<file path="config.mk">
export PLATFORM = sky130hd
export DESIGN_NAME = numeric_char_ref_to_utf8_core
export DESIGN_NICKNAME = d
export VERILOG_FILES = /design/src/hw/rtl/ncr_pkg.sv /design/src/hw/rtl/ncr_front.sv /design/src/hw/rtl/ncr_job_queue.sv /design/src/hw/rtl/ncr_emitter.sv /design/src/hw/rtl/numeric_char_ref_to_utf8_core.sv
export SDC_FILE = /design/constraint.sdc
export NUM_CORES = 1
export LEC_CHECK = 0
export BUFFER_PORTS_ARGS = -buffer_cell sky130_fd_sc_hd__buf_4
export CAP_MARGIN = 20
export CORE_UTILIZATION = 55
export DETAILED_ROUTE_END_ITERATION = 10
export PLACE_DENSITY = 0.7
export REMOVE_ABC_BUFFERS = 1
export SYNTH_ARGS = -nofsm -noshare
export SYNTH_HDL_FRONTEND = slang
export SYNTH_SLANG_ARGS = --single-unit
</file>
<file path="constraint.sdc">
create_clock -name clk -period 6.7 [get_ports clk]
set_clock_uncertainty 0.05 [all_clocks]
set_input_delay 0 -clock clk [delete_from_list [all_inputs] [get_ports clk]]
set_output_delay 0 -clock clk [all_outputs]
set_load 0.1 [all_outputs]
</file>
<file path="src/hw/rtl/ncr_pkg.sv">
// Package with beat types, job type and character constants for the reference decoder.
`timescale 1ns / 1ps

package ncr_pkg;

	localparam int NcrQueueDepth = 2;

	localparam logic [7:0] ChHash = 8'h23;
	localparam logic [7:0] ChLowX = 8'h78;
	localparam logic [7:0] ChUpX  = 8'h58;
	localparam logic [7:0] ChZero = 8'h30;
	localparam logic [7:0] ChNine = 8'h39;
	localparam logic [7:0] ChUpA  = 8'h41;
	localparam logic [7:0] ChUpZ  = 8'h5A;
	localparam logic [7:0] ChLowA = 8'h61;

	typedef struct packed {
		logic [7:0] in_byte;
		logic       in_last;
	} in_beat_t;

	typedef struct packed {
		logic [7:0] out_byte;
		logic       out_last;
	} out_beat_t;

	// One burst of one to four output bytes; last marks the final byte of the token.
	typedef struct packed {
		logic [3:0][7:0] bytes;
		logic [1:0]      cnt_m1;
		logic            last;
	} job_t;

endpackage

</file>
<file path="src/hw/rtl/ncr_front.sv">
// Front end: tracks the token, accumulates the code point and issues output jobs.
`timescale 1ns / 1ps

module ncr_front import ncr_pkg::*; (
	input  logic     clk,
	input  logic     arst_n,
	input  logic     accept,
	input  in_beat_t item,
	output logic     job_valid,
	output job_t     job,
	output logic     idle
);

	typedef enum logic [1:0] {
		ModeUndecided,
		ModeEcho,
		ModeDec,
		ModeHex
	} mode_t;

	mode_t       mode_q, mode_d;
	logic [1:0]  pos_q, pos_d;
	logic [31:0] acc_q, acc_d;
	logic [7:0]  held0_q, held1_q;
	logic [7:0]  b;
	logic [1:0]  pos_sat;
	logic [31:0] b_ext;
	logic [31:0] digit_dec, digit_hex;
	logic [31:0] acc_dec, acc_hex;
	job_t        utf_job;
	logic        utf_ok;
	job_t        flush_job;

	assign b         = item.in_byte;
	assign b_ext     = {24'b0, b};
	assign pos_sat   = (pos_q == 2'd3) ? 2'd2 : pos_q;
	assign digit_dec = b_ext - {24'b0, ChZero};
	assign acc_dec   = (acc_q << 3) + (acc_q << 1) + digit_dec;
	assign acc_hex   = (acc_q << 4) + digit_hex;
	assign idle      = (mode_q == ModeUndecided) && (pos_q == 2'd0);

	always_comb begin
		if (b >= ChZero && b <= ChNine) begin
			digit_hex = b_ext - {24'b0, ChZero};
		end else if (b >= ChUpA && b <= ChUpZ) begin
			digit_hex = b_ext - {24'b0, ChUpA} + 32'd10;
		end else begin
			digit_hex = b_ext - {24'b0, ChLowA} + 32'd10;
		end
	end

	// UTF-8 encoding of the accumulated value; surrogates and values past the
	// last code point produce no job.
	always_comb begin
		utf_job = '0;
		utf_job.last = 1'b1;
		utf_ok = 1'b1;
		if (acc_q < 32'h80) begin
			utf_job.bytes[0] = acc_q[7:0];
			utf_job.cnt_m1 = 2'd0;
		end else if (acc_q < 32'h800) begin
			utf_job.bytes[0] = {3'b110, acc_q[10:6]};
			utf_job.bytes[1] = {2'b10, acc_q[5:0]};
			utf_job.cnt_m1 = 2'd1;
		end else if (acc_q < 32'h10000) begin
			utf_ok = (acc_q[31:11] != 21'h1B);
			utf_job.bytes[0] = {4'b1110, acc_q[15:12]};
			utf_job.bytes[1] = {2'b10, acc_q[11:6]};
			utf_job.bytes[2] = {2'b10, acc_q[5:0]};
			utf_job.cnt_m1 = 2'd2;
		end else begin
			utf_ok = (acc_q <= 32'h10FFFF);
			utf_job.bytes[0] = {5'b11110, acc_q[20:18]};
			utf_job.bytes[1] = {2'b10, acc_q[17:12]};
			utf_job.bytes[2] = {2'b10, acc_q[11:6]};
			utf_job.bytes[3] = {2'b10, acc_q[5:0]};
			utf_job.cnt_m1 = 2'd3;
		end
	end

	always_comb begin
		flush_job = '0;
		flush_job.bytes[0] = (pos_sat == 2'd0) ? b : held0_q;
		flush_job.bytes[1] = (pos_sat == 2'd1) ? b : held1_q;
		flush_job.bytes[2] = b;
		flush_job.cnt_m1 = pos_sat;
		flush_job.last = 1'b1;
	end

	always_comb begin
		mode_d = mode_q;
		pos_d = pos_q;
		acc_d = acc_q;
		job = '0;
		job_valid = 1'b0;
		if (accept) begin
			unique case (mode_q)
				ModeEcho: begin
					job.bytes[0] = b;
					job.last = item.in_last;
					job_valid = 1'b1;
					if (item.in_last) begin
						mode_d = ModeUndecided;
						pos_d = 2'd0;
						acc_d = '0;
					end
				end
				ModeDec, ModeHex: begin
					if (item.in_last) begin
						job = utf_job;
						job_valid = utf_ok;
						mode_d = ModeUndecided;
						pos_d = 2'd0;
						acc_d = '0;
					end else if (mode_q == ModeDec) begin
						acc_d = acc_dec;
					end else begin
						acc_d = acc_hex;
					end
				end
				default: begin
					if (pos_q == 2'd1 && b != ChHash) begin
						job.bytes[0] = held0_q;
						job.bytes[1] = b;
						job.cnt_m1 = 2'd1;
						job.last = item.in_last;
						job_valid = 1'b1;
						if (item.in_last) begin
							pos_d = 2'd0;
							acc_d = '0;
						end else begin
							mode_d = ModeEcho;
							pos_d = 2'd2;
						end
					end else if (item.in_last) begin
						job = flush_job;
						job_valid = 1'b1;
						pos_d = 2'd0;
						acc_d = '0;
					end else if (pos_sat == 2'd2) begin
						if (b == ChLowX || b == ChUpX) begin
							mode_d = ModeHex;
							acc_d = '0;
						end else begin
							mode_d = ModeDec;
							acc_d = digit_dec;
						end
						pos_d = 2'd3;
					end else begin
						pos_d = pos_sat + 2'd1;
					end
				end
			endcase
		end
	end

	always_ff @(posedge clk or negedge arst_n) begin
		if (!arst_n) begin
			mode_q <= ModeUndecided;
			pos_q <= 2'd0;
			acc_q <= '0;
		end else begin
			mode_q <= mode_d;
			pos_q <= pos_d;
			acc_q <= acc_d;
		end
	end

	// Only the first two bytes need holding; the third byte is the current beat.
	always_ff @(posedge clk) begin
		if (accept && mode_q == ModeUndecided) begin
			if (pos_sat == 2'd0) begin
				held0_q <= b;
			end
			if (pos_sat == 2'd1) begin
				held1_q <= b;
			end
		end
	end

endmodule

</file>
<file path="src/hw/rtl/ncr_job_queue.sv">
// Small job queue between the front end and the byte emitter.
`timescale 1ns / 1ps

module ncr_job_queue import ncr_pkg::*; #(
	parameter int Depth = NcrQueueDepth
) (
	input  logic clk,
	input  logic arst_n,
	input  logic wr_en,
	input  job_t wr_job,
	output logic full,
	input  logic rd_en,
	output job_t rd_job,
	output logic empty
);

	localparam int PtrW = $clog2(Depth);
	localparam int CntW = $clog2(Depth + 1);

	job_t            mem_q [Depth];
	logic [PtrW-1:0] wr_ptr_q, rd_ptr_q;
	logic [CntW-1:0] cnt_q;

	assign full   = (cnt_q == CntW'(Depth));
	assign empty  = (cnt_q == '0);
	assign rd_job = mem_q[rd_ptr_q];

	always_ff @(posedge clk or negedge arst_n) begin
		if (!arst_n) begin
			wr_ptr_q <= '0;
			rd_ptr_q <= '0;
			cnt_q <= '0;
		end else begin
			if (wr_en) begin
				wr_ptr_q <= (wr_ptr_q == PtrW'(Depth - 1)) ? '0 : wr_ptr_q + 1'b1;
			end
			if (rd_en) begin
				rd_ptr_q <= (rd_ptr_q == PtrW'(Depth - 1)) ? '0 : rd_ptr_q + 1'b1;
			end
			if (wr_en && !rd_en) begin
				cnt_q <= cnt_q + 1'b1;
			end else if (rd_en && !wr_en) begin
				cnt_q <= cnt_q - 1'b1;
			end
		end
	end

	always_ff @(posedge clk) begin
		if (wr_en) begin
			mem_q[wr_ptr_q] <= wr_job;
		end
	end

endmodule

</file>
<file path="src/hw/rtl/ncr_emitter.sv">
// Back end: holds one job and presents its bytes one beat at a time.
`timescale 1ns / 1ps

module ncr_emitter import ncr_pkg::*; (
	input  logic      clk,
	input  logic      arst_n,
	input  logic      q_empty,
	input  job_t      q_job,
	output logic      q_pop,
	output out_beat_t result,
	output logic      empty,
	input  logic      pop
);

	job_t       cur_q;
	logic       valid_q;
	logic [1:0] idx_q;
	logic       done;

	assign done  = valid_q && pop && (idx_q == cur_q.cnt_m1);
	assign q_pop = !q_empty && (!valid_q || done);
	assign empty = !valid_q;

	assign result.out_byte = cur_q.bytes[idx_q];
	assign result.out_last = (idx_q == cur_q.cnt_m1) && cur_q.last;

	always_ff @(posedge clk or negedge arst_n) begin
		if (!arst_n) begin
			valid_q <= 1'b0;
			idx_q <= 2'd0;
		end else begin
			if (q_pop) begin
				valid_q <= 1'b1;
				idx_q <= 2'd0;
			end else if (done) begin
				valid_q <= 1'b0;
				idx_q <= 2'd0;
			end else if (valid_q && pop) begin
				idx_q <= idx_q + 2'd1;
			end
		end
	end

	always_ff @(posedge clk) begin
		if (q_pop) begin
			cur_q <= q_job;
		end
	end

endmodule

</file>
<file path="src/hw/rtl/numeric_char_ref_to_utf8_core.sv">
// Top level of the numeric character reference to UTF-8 decoder.
`timescale 1ns / 1ps
//
//   Channel   Handshake     Beat fields
//   item      push / full   in_byte, in_last
//   result    pop / empty   out_byte, out_last
//
// One input beat is taken every cycle while the job queue has room.
// The emitter sends one result beat per cycle while pop is high, so a token end
// costs up to four result beats; the single byte port sets the sustained rate.
// All control state clears asynchronously on arst_n; empty is high after reset.
// A stalled result side fills the job queue and then raises full.

module numeric_char_ref_to_utf8_core import ncr_pkg::*; #(
	parameter int QueueDepth = NcrQueueDepth
) (
	input  logic      clk,
	input  logic      arst_n,
	input  logic      push,
	output logic      full,
	input  in_beat_t  item,
	input  logic      pop,
	output logic      empty,
	output out_beat_t result
);

	logic accept;
	logic job_valid;
	job_t job;
	logic front_idle;
	logic q_push;
	logic q_full;
	logic q_pop;
	logic q_empty;
	job_t q_job;

	assign accept = push && !q_full;
	assign full   = q_full;
	assign q_push = accept && job_valid;

	ncr_front u_front (
		.clk       (clk),
		.arst_n    (arst_n),
		.accept    (accept),
		.item      (item),
		.job_valid (job_valid),
		.job       (job),
		.idle      (front_idle)
	);

	ncr_job_queue #(
		.Depth (QueueDepth)
	) u_queue (
		.clk    (clk),
		.arst_n (arst_n),
		.wr_en  (q_push),
		.wr_job (job),
		.full   (q_full),
		.rd_en  (q_pop),
		.rd_job (q_job),
		.empty  (q_empty)
	);

	ncr_emitter u_emitter (
		.clk     (clk),
		.arst_n  (arst_n),
		.q_empty (q_empty),
		.q_job   (q_job),
		.q_pop   (q_pop),
		.result  (result),
		.empty   (empty),
		.pop     (pop)
	);

	// A token's final beat returns the front end to its start state.
	a_token_end_idle: assert property (@(posedge clk) disable iff (!arst_n)
		accept && item.in_last |=> front_idle)
		else $error("front end not idle after token end");

	// The emitter only draws jobs that are present.
	a_pop_nonempty: assert property (@(posedge clk) disable iff (!arst_n)
		q_pop |-> !q_empty)
		else $error("job queue read while empty");

	// A held result that is not popped stays, even when the queue has a job ready.
	a_hold_result: assert property (@(posedge clk) disable iff (!arst_n)
		!empty && !pop |=> !empty && $stable(result))
		else $error("result changed while stalled");

	// Every job written into the queue is kept.
	a_no_overflow: assert property (@(posedge clk) disable iff (!arst_n)
		q_push |-> !q_full)
		else $error("job queue written while full");

endmodule

</file>
==> results.py <==
metrics = {
    "status": {
        "run_status": "finished, final reports clean",
    },
    "grt": {
        "grtUsageTotal": 0.304,
        "grt_max_degree": 44,
        "grt_pass1_wl_um": 52500,
        "grt_antenna_before_repair": 0,
        "grt_pass1_vias": 9628,
        "gr-total-overflow": 0,
    },
    "setup_path": {
        "arrival_ns": 5.92,
        "criticalPathCategory": "primary input to flop",
        "reg2regPathDepth": 14,
        "cp_slowest_stage_delay_ns": 0.54,
        "crit_path_end_kind": "flop",
        "crit_path_frequent_cell": "ha_1",
        "start_kind": "primary input",
        "cp_data_required_time_ns": 6.98,
        "r2r_slack_ns": 2.59,
        "crit_slowest_cell": "dlygate4sd3_1",
        "cp_max_fo": 10,
    },
    "place": {
        "place_area_um2": 12600,
        "numPortBuffers": 23,
        "globalplace.congestion": 0.952,
        "place_hpwl_um": 24700,
    },
    "drt": {
        "via_per_inst": 6.38,
        "route.detailed.drc": 0,
        "dr_total_vias": 10000,
        "drt_wl_total_um": 33300,
        "first_pass_iters": 5,
        "wire_per_inst_um": 21.2,
        "drt_iter0_drc": 973,
        "drtAntennaViolNets": 0,
    },
    "die": {
        "coreArea_um2": 21800,
        "ioPinCount": 24,
        "initial_core_util": 0.562,
        "die_w_um": 151,
        "die_y_um": 151,
        "dieArea_um2": 22900,
        "row_count": 54,
    },
    "finish": {
        "fin_nets": 1396,
        "n_fill_cell": 1847,
        "final_cell_mix": "127 x nand2_1, 124 x nor2_1, 119 x a21oi_1",
        "layout-drive-gt1-share": 0.113,
        "stdcell_area_um2": 13300,
        "syn_to_final_growth_pct": 8.42,
        "multiInputGateArea_um2": 7190,
        "n_antenna_cell": 0,
        "regArea_um2": 4620,
        "final_common_cell": "nand2_1",
    },
    "synthesis": {
        "yosysUniqueCellTypes": 89,
        "synthArstFlopShare": 0.267,
        "ys_ff_latch": 161,
        "yosysWarnings": 0,
        "yosysSeqAreaShare": 0.377,
        "synth_cells": 1274,
        "synth_area_per_cell_um2": 9.63,
        "synth_edf_count": 118,
        "syn_area_um2": 12300,
        "synth_flop_cell": "edfxtp_1",
    },
    "timing": {
        "fin_crit_ns": 5.65,
        "rsz0062_at_grt": "no",
        "hold_violations": 0,
        "finalSetupTns_ns": 0,
        "max-slew-margin-rel": 0.355,
        "worstMarginPinSlew_ns": 0.959,
        "finalSetupViolations": 0,
        "slew_violations": 0,
        "fmax_mhz": 177,
        "finalCritPeriodShare": 0.843,
    },
    "clock_network": {
        "clkSinkCount": 161,
        "clockBufferDepth": 2,
        "clock_latency_ns": 0.44,
        "cts_max_level": 4,
        "path_clk_slew_ns": 0.07,
        "cts_inserted_buffers": 17,
        "cts_resized": 0,
        "cts_root_buf": "clkbuf_16",
        "cts_tree": "yes",
    },
    "min_path": {
        "holdPathStages": 2,
        "hp-class": "primary input to flop",
    },
    "flow_run": {
        "drv_cap": 0,
    },
}
==> worst max-delay path, delay by kind of cell <==
kind	cells	cell delay, ns
mux	2	0.50
simple gates	4	0.75
fa+ha+maj	3	0.97
xor+xnor	2	0.36
compound gates	11	2.37
buf+inv	3	0.98
==> cell usage after synthesis, types with 7 or more instances <==
cell	count	area, um^2
o21ai_0	79	395
mux2i_1	7	70.1
ha_1	78	976
fa_1	30	601
clkbuf_1	49	184
a221oi_1	7	61.3
o21a_1	8	60.1
nor2_1	125	469
o211ai_1	13	97.6
xor2_1	21	184
nand2b_1	11	68.8
and3_1	10	62.6
nor2b_1	9	56.3
o21bai_1	10	75.1
xnor2_1	52	455
mux4_2	7	158
o22ai_1	7	43.8
o21ai_1	11	55.1
a21o_1	37	278
and2_1	19	119
nand4_1	8	50.1
mux2_2	42	473
nand3_1	21	105
a211oi_1	11	82.6
nand2_1	127	477
a21oi_1	119	596
inv_1	46	173
nor3_1	30	150
dfrtp_1	43	1080
edfxtp_1	118	3540
==> through the flow <==
step / utilization / setup WS, ns / std cells / hold slack, ns
finish: 0.609 / 1.05 / 1568 / 0.0292
global route: 0.609 / 0.549 / 1568 / 0.0245
CTS: 0.609 / 1.12 / 1568 / 0.00765
detailed placement: 0.577 / 1.23 / 1527 / 0.0298
global placement: 0.577 / 1.38 / 1527 / 0.0290
floorplan: - / 0.947 / 1213 / -0.346
==> final cells by class <==
type                       count  area share
inverter                      47      0.0133
clock inverter                15      0.0139
multi-input combinational   1005       0.541
sequential                   161       0.347
timing repair buffer          43      0.0260
tap                          280      0.0263
clock buffer                  17      0.0320
==> logic make-up after synthesis <==
kind of cell / after synthesis / share of synthesized area
buffers and inverters: 108 / 0.0373
AO/OA/AOI/OAI: 381 / 0.205
adder cells (fa/ha/maj): 108 / 0.129
AND/OR/NAND/NOR: 387 / 0.144
multiplexers: 56 / 0.0571
XOR/XNOR: 73 / 0.0521
flip-flops: 161 / 0.377
==> sequential cells by signal, summed over array words and instances, names as in the netlist <==
| signal | flops |
|---|---|
| u_emitter.cur_q | 34 |
| u_emitter.idx_q | 2 |
| u_emitter.valid_q | 1 |
| u_front.acc_q | 32 |
| u_front.held0_q | 8 |
| u_front.held1_q | 8 |
| u_front.mode_q | 2 |
| u_front.pos_q | 2 |
| u_queue.cnt_q | 2 |
| u_queue.mem_q | 68 |
| u_queue.rd_ptr_q | 1 |
| u_queue.wr_ptr_q | 1 |
==> what timing repair did <==
| action | 4_1_cts | 5_1_grt |
|---|---|---|
| hold endpoints to repair | 58 | 0 |
| hold buffers | 9 | 0 |
| buffers inserted | 0 | 0 |
==> path summary, 6_finish.rpt <==
check                                 startpoint                 end
worst max-delay path                     item[6]   u_front.acc_q[29]
worst min-delay path                     item[5]  u_front.held0_q[4]
worst max register to register  u_front.acc_q[2]   u_front.acc_q[20]
worst min register to register  u_queue.cnt_q[1]    u_queue.cnt_q[1]
max in group asynchronous                 arst_n    u_front.acc_q[1]
min in group asynchronous                 arst_n    u_front.pos_q[1]
==> per-layer routing <==
metal | track usage | vias to the layer above | wire length (um)
li1 | - | 4674 | -
met1 | 0.425 | 4824 | 14400
met2 | 0.454 | 432 | 15000
met3 | 0.0678 | 79 | 2830
met4 | 0.126 | 0 | 1090
met5 | 0 | - | 0
Power is not shown: default switching activity piles up to over one toggle a cycle in this logic, so the estimate is an artifact.
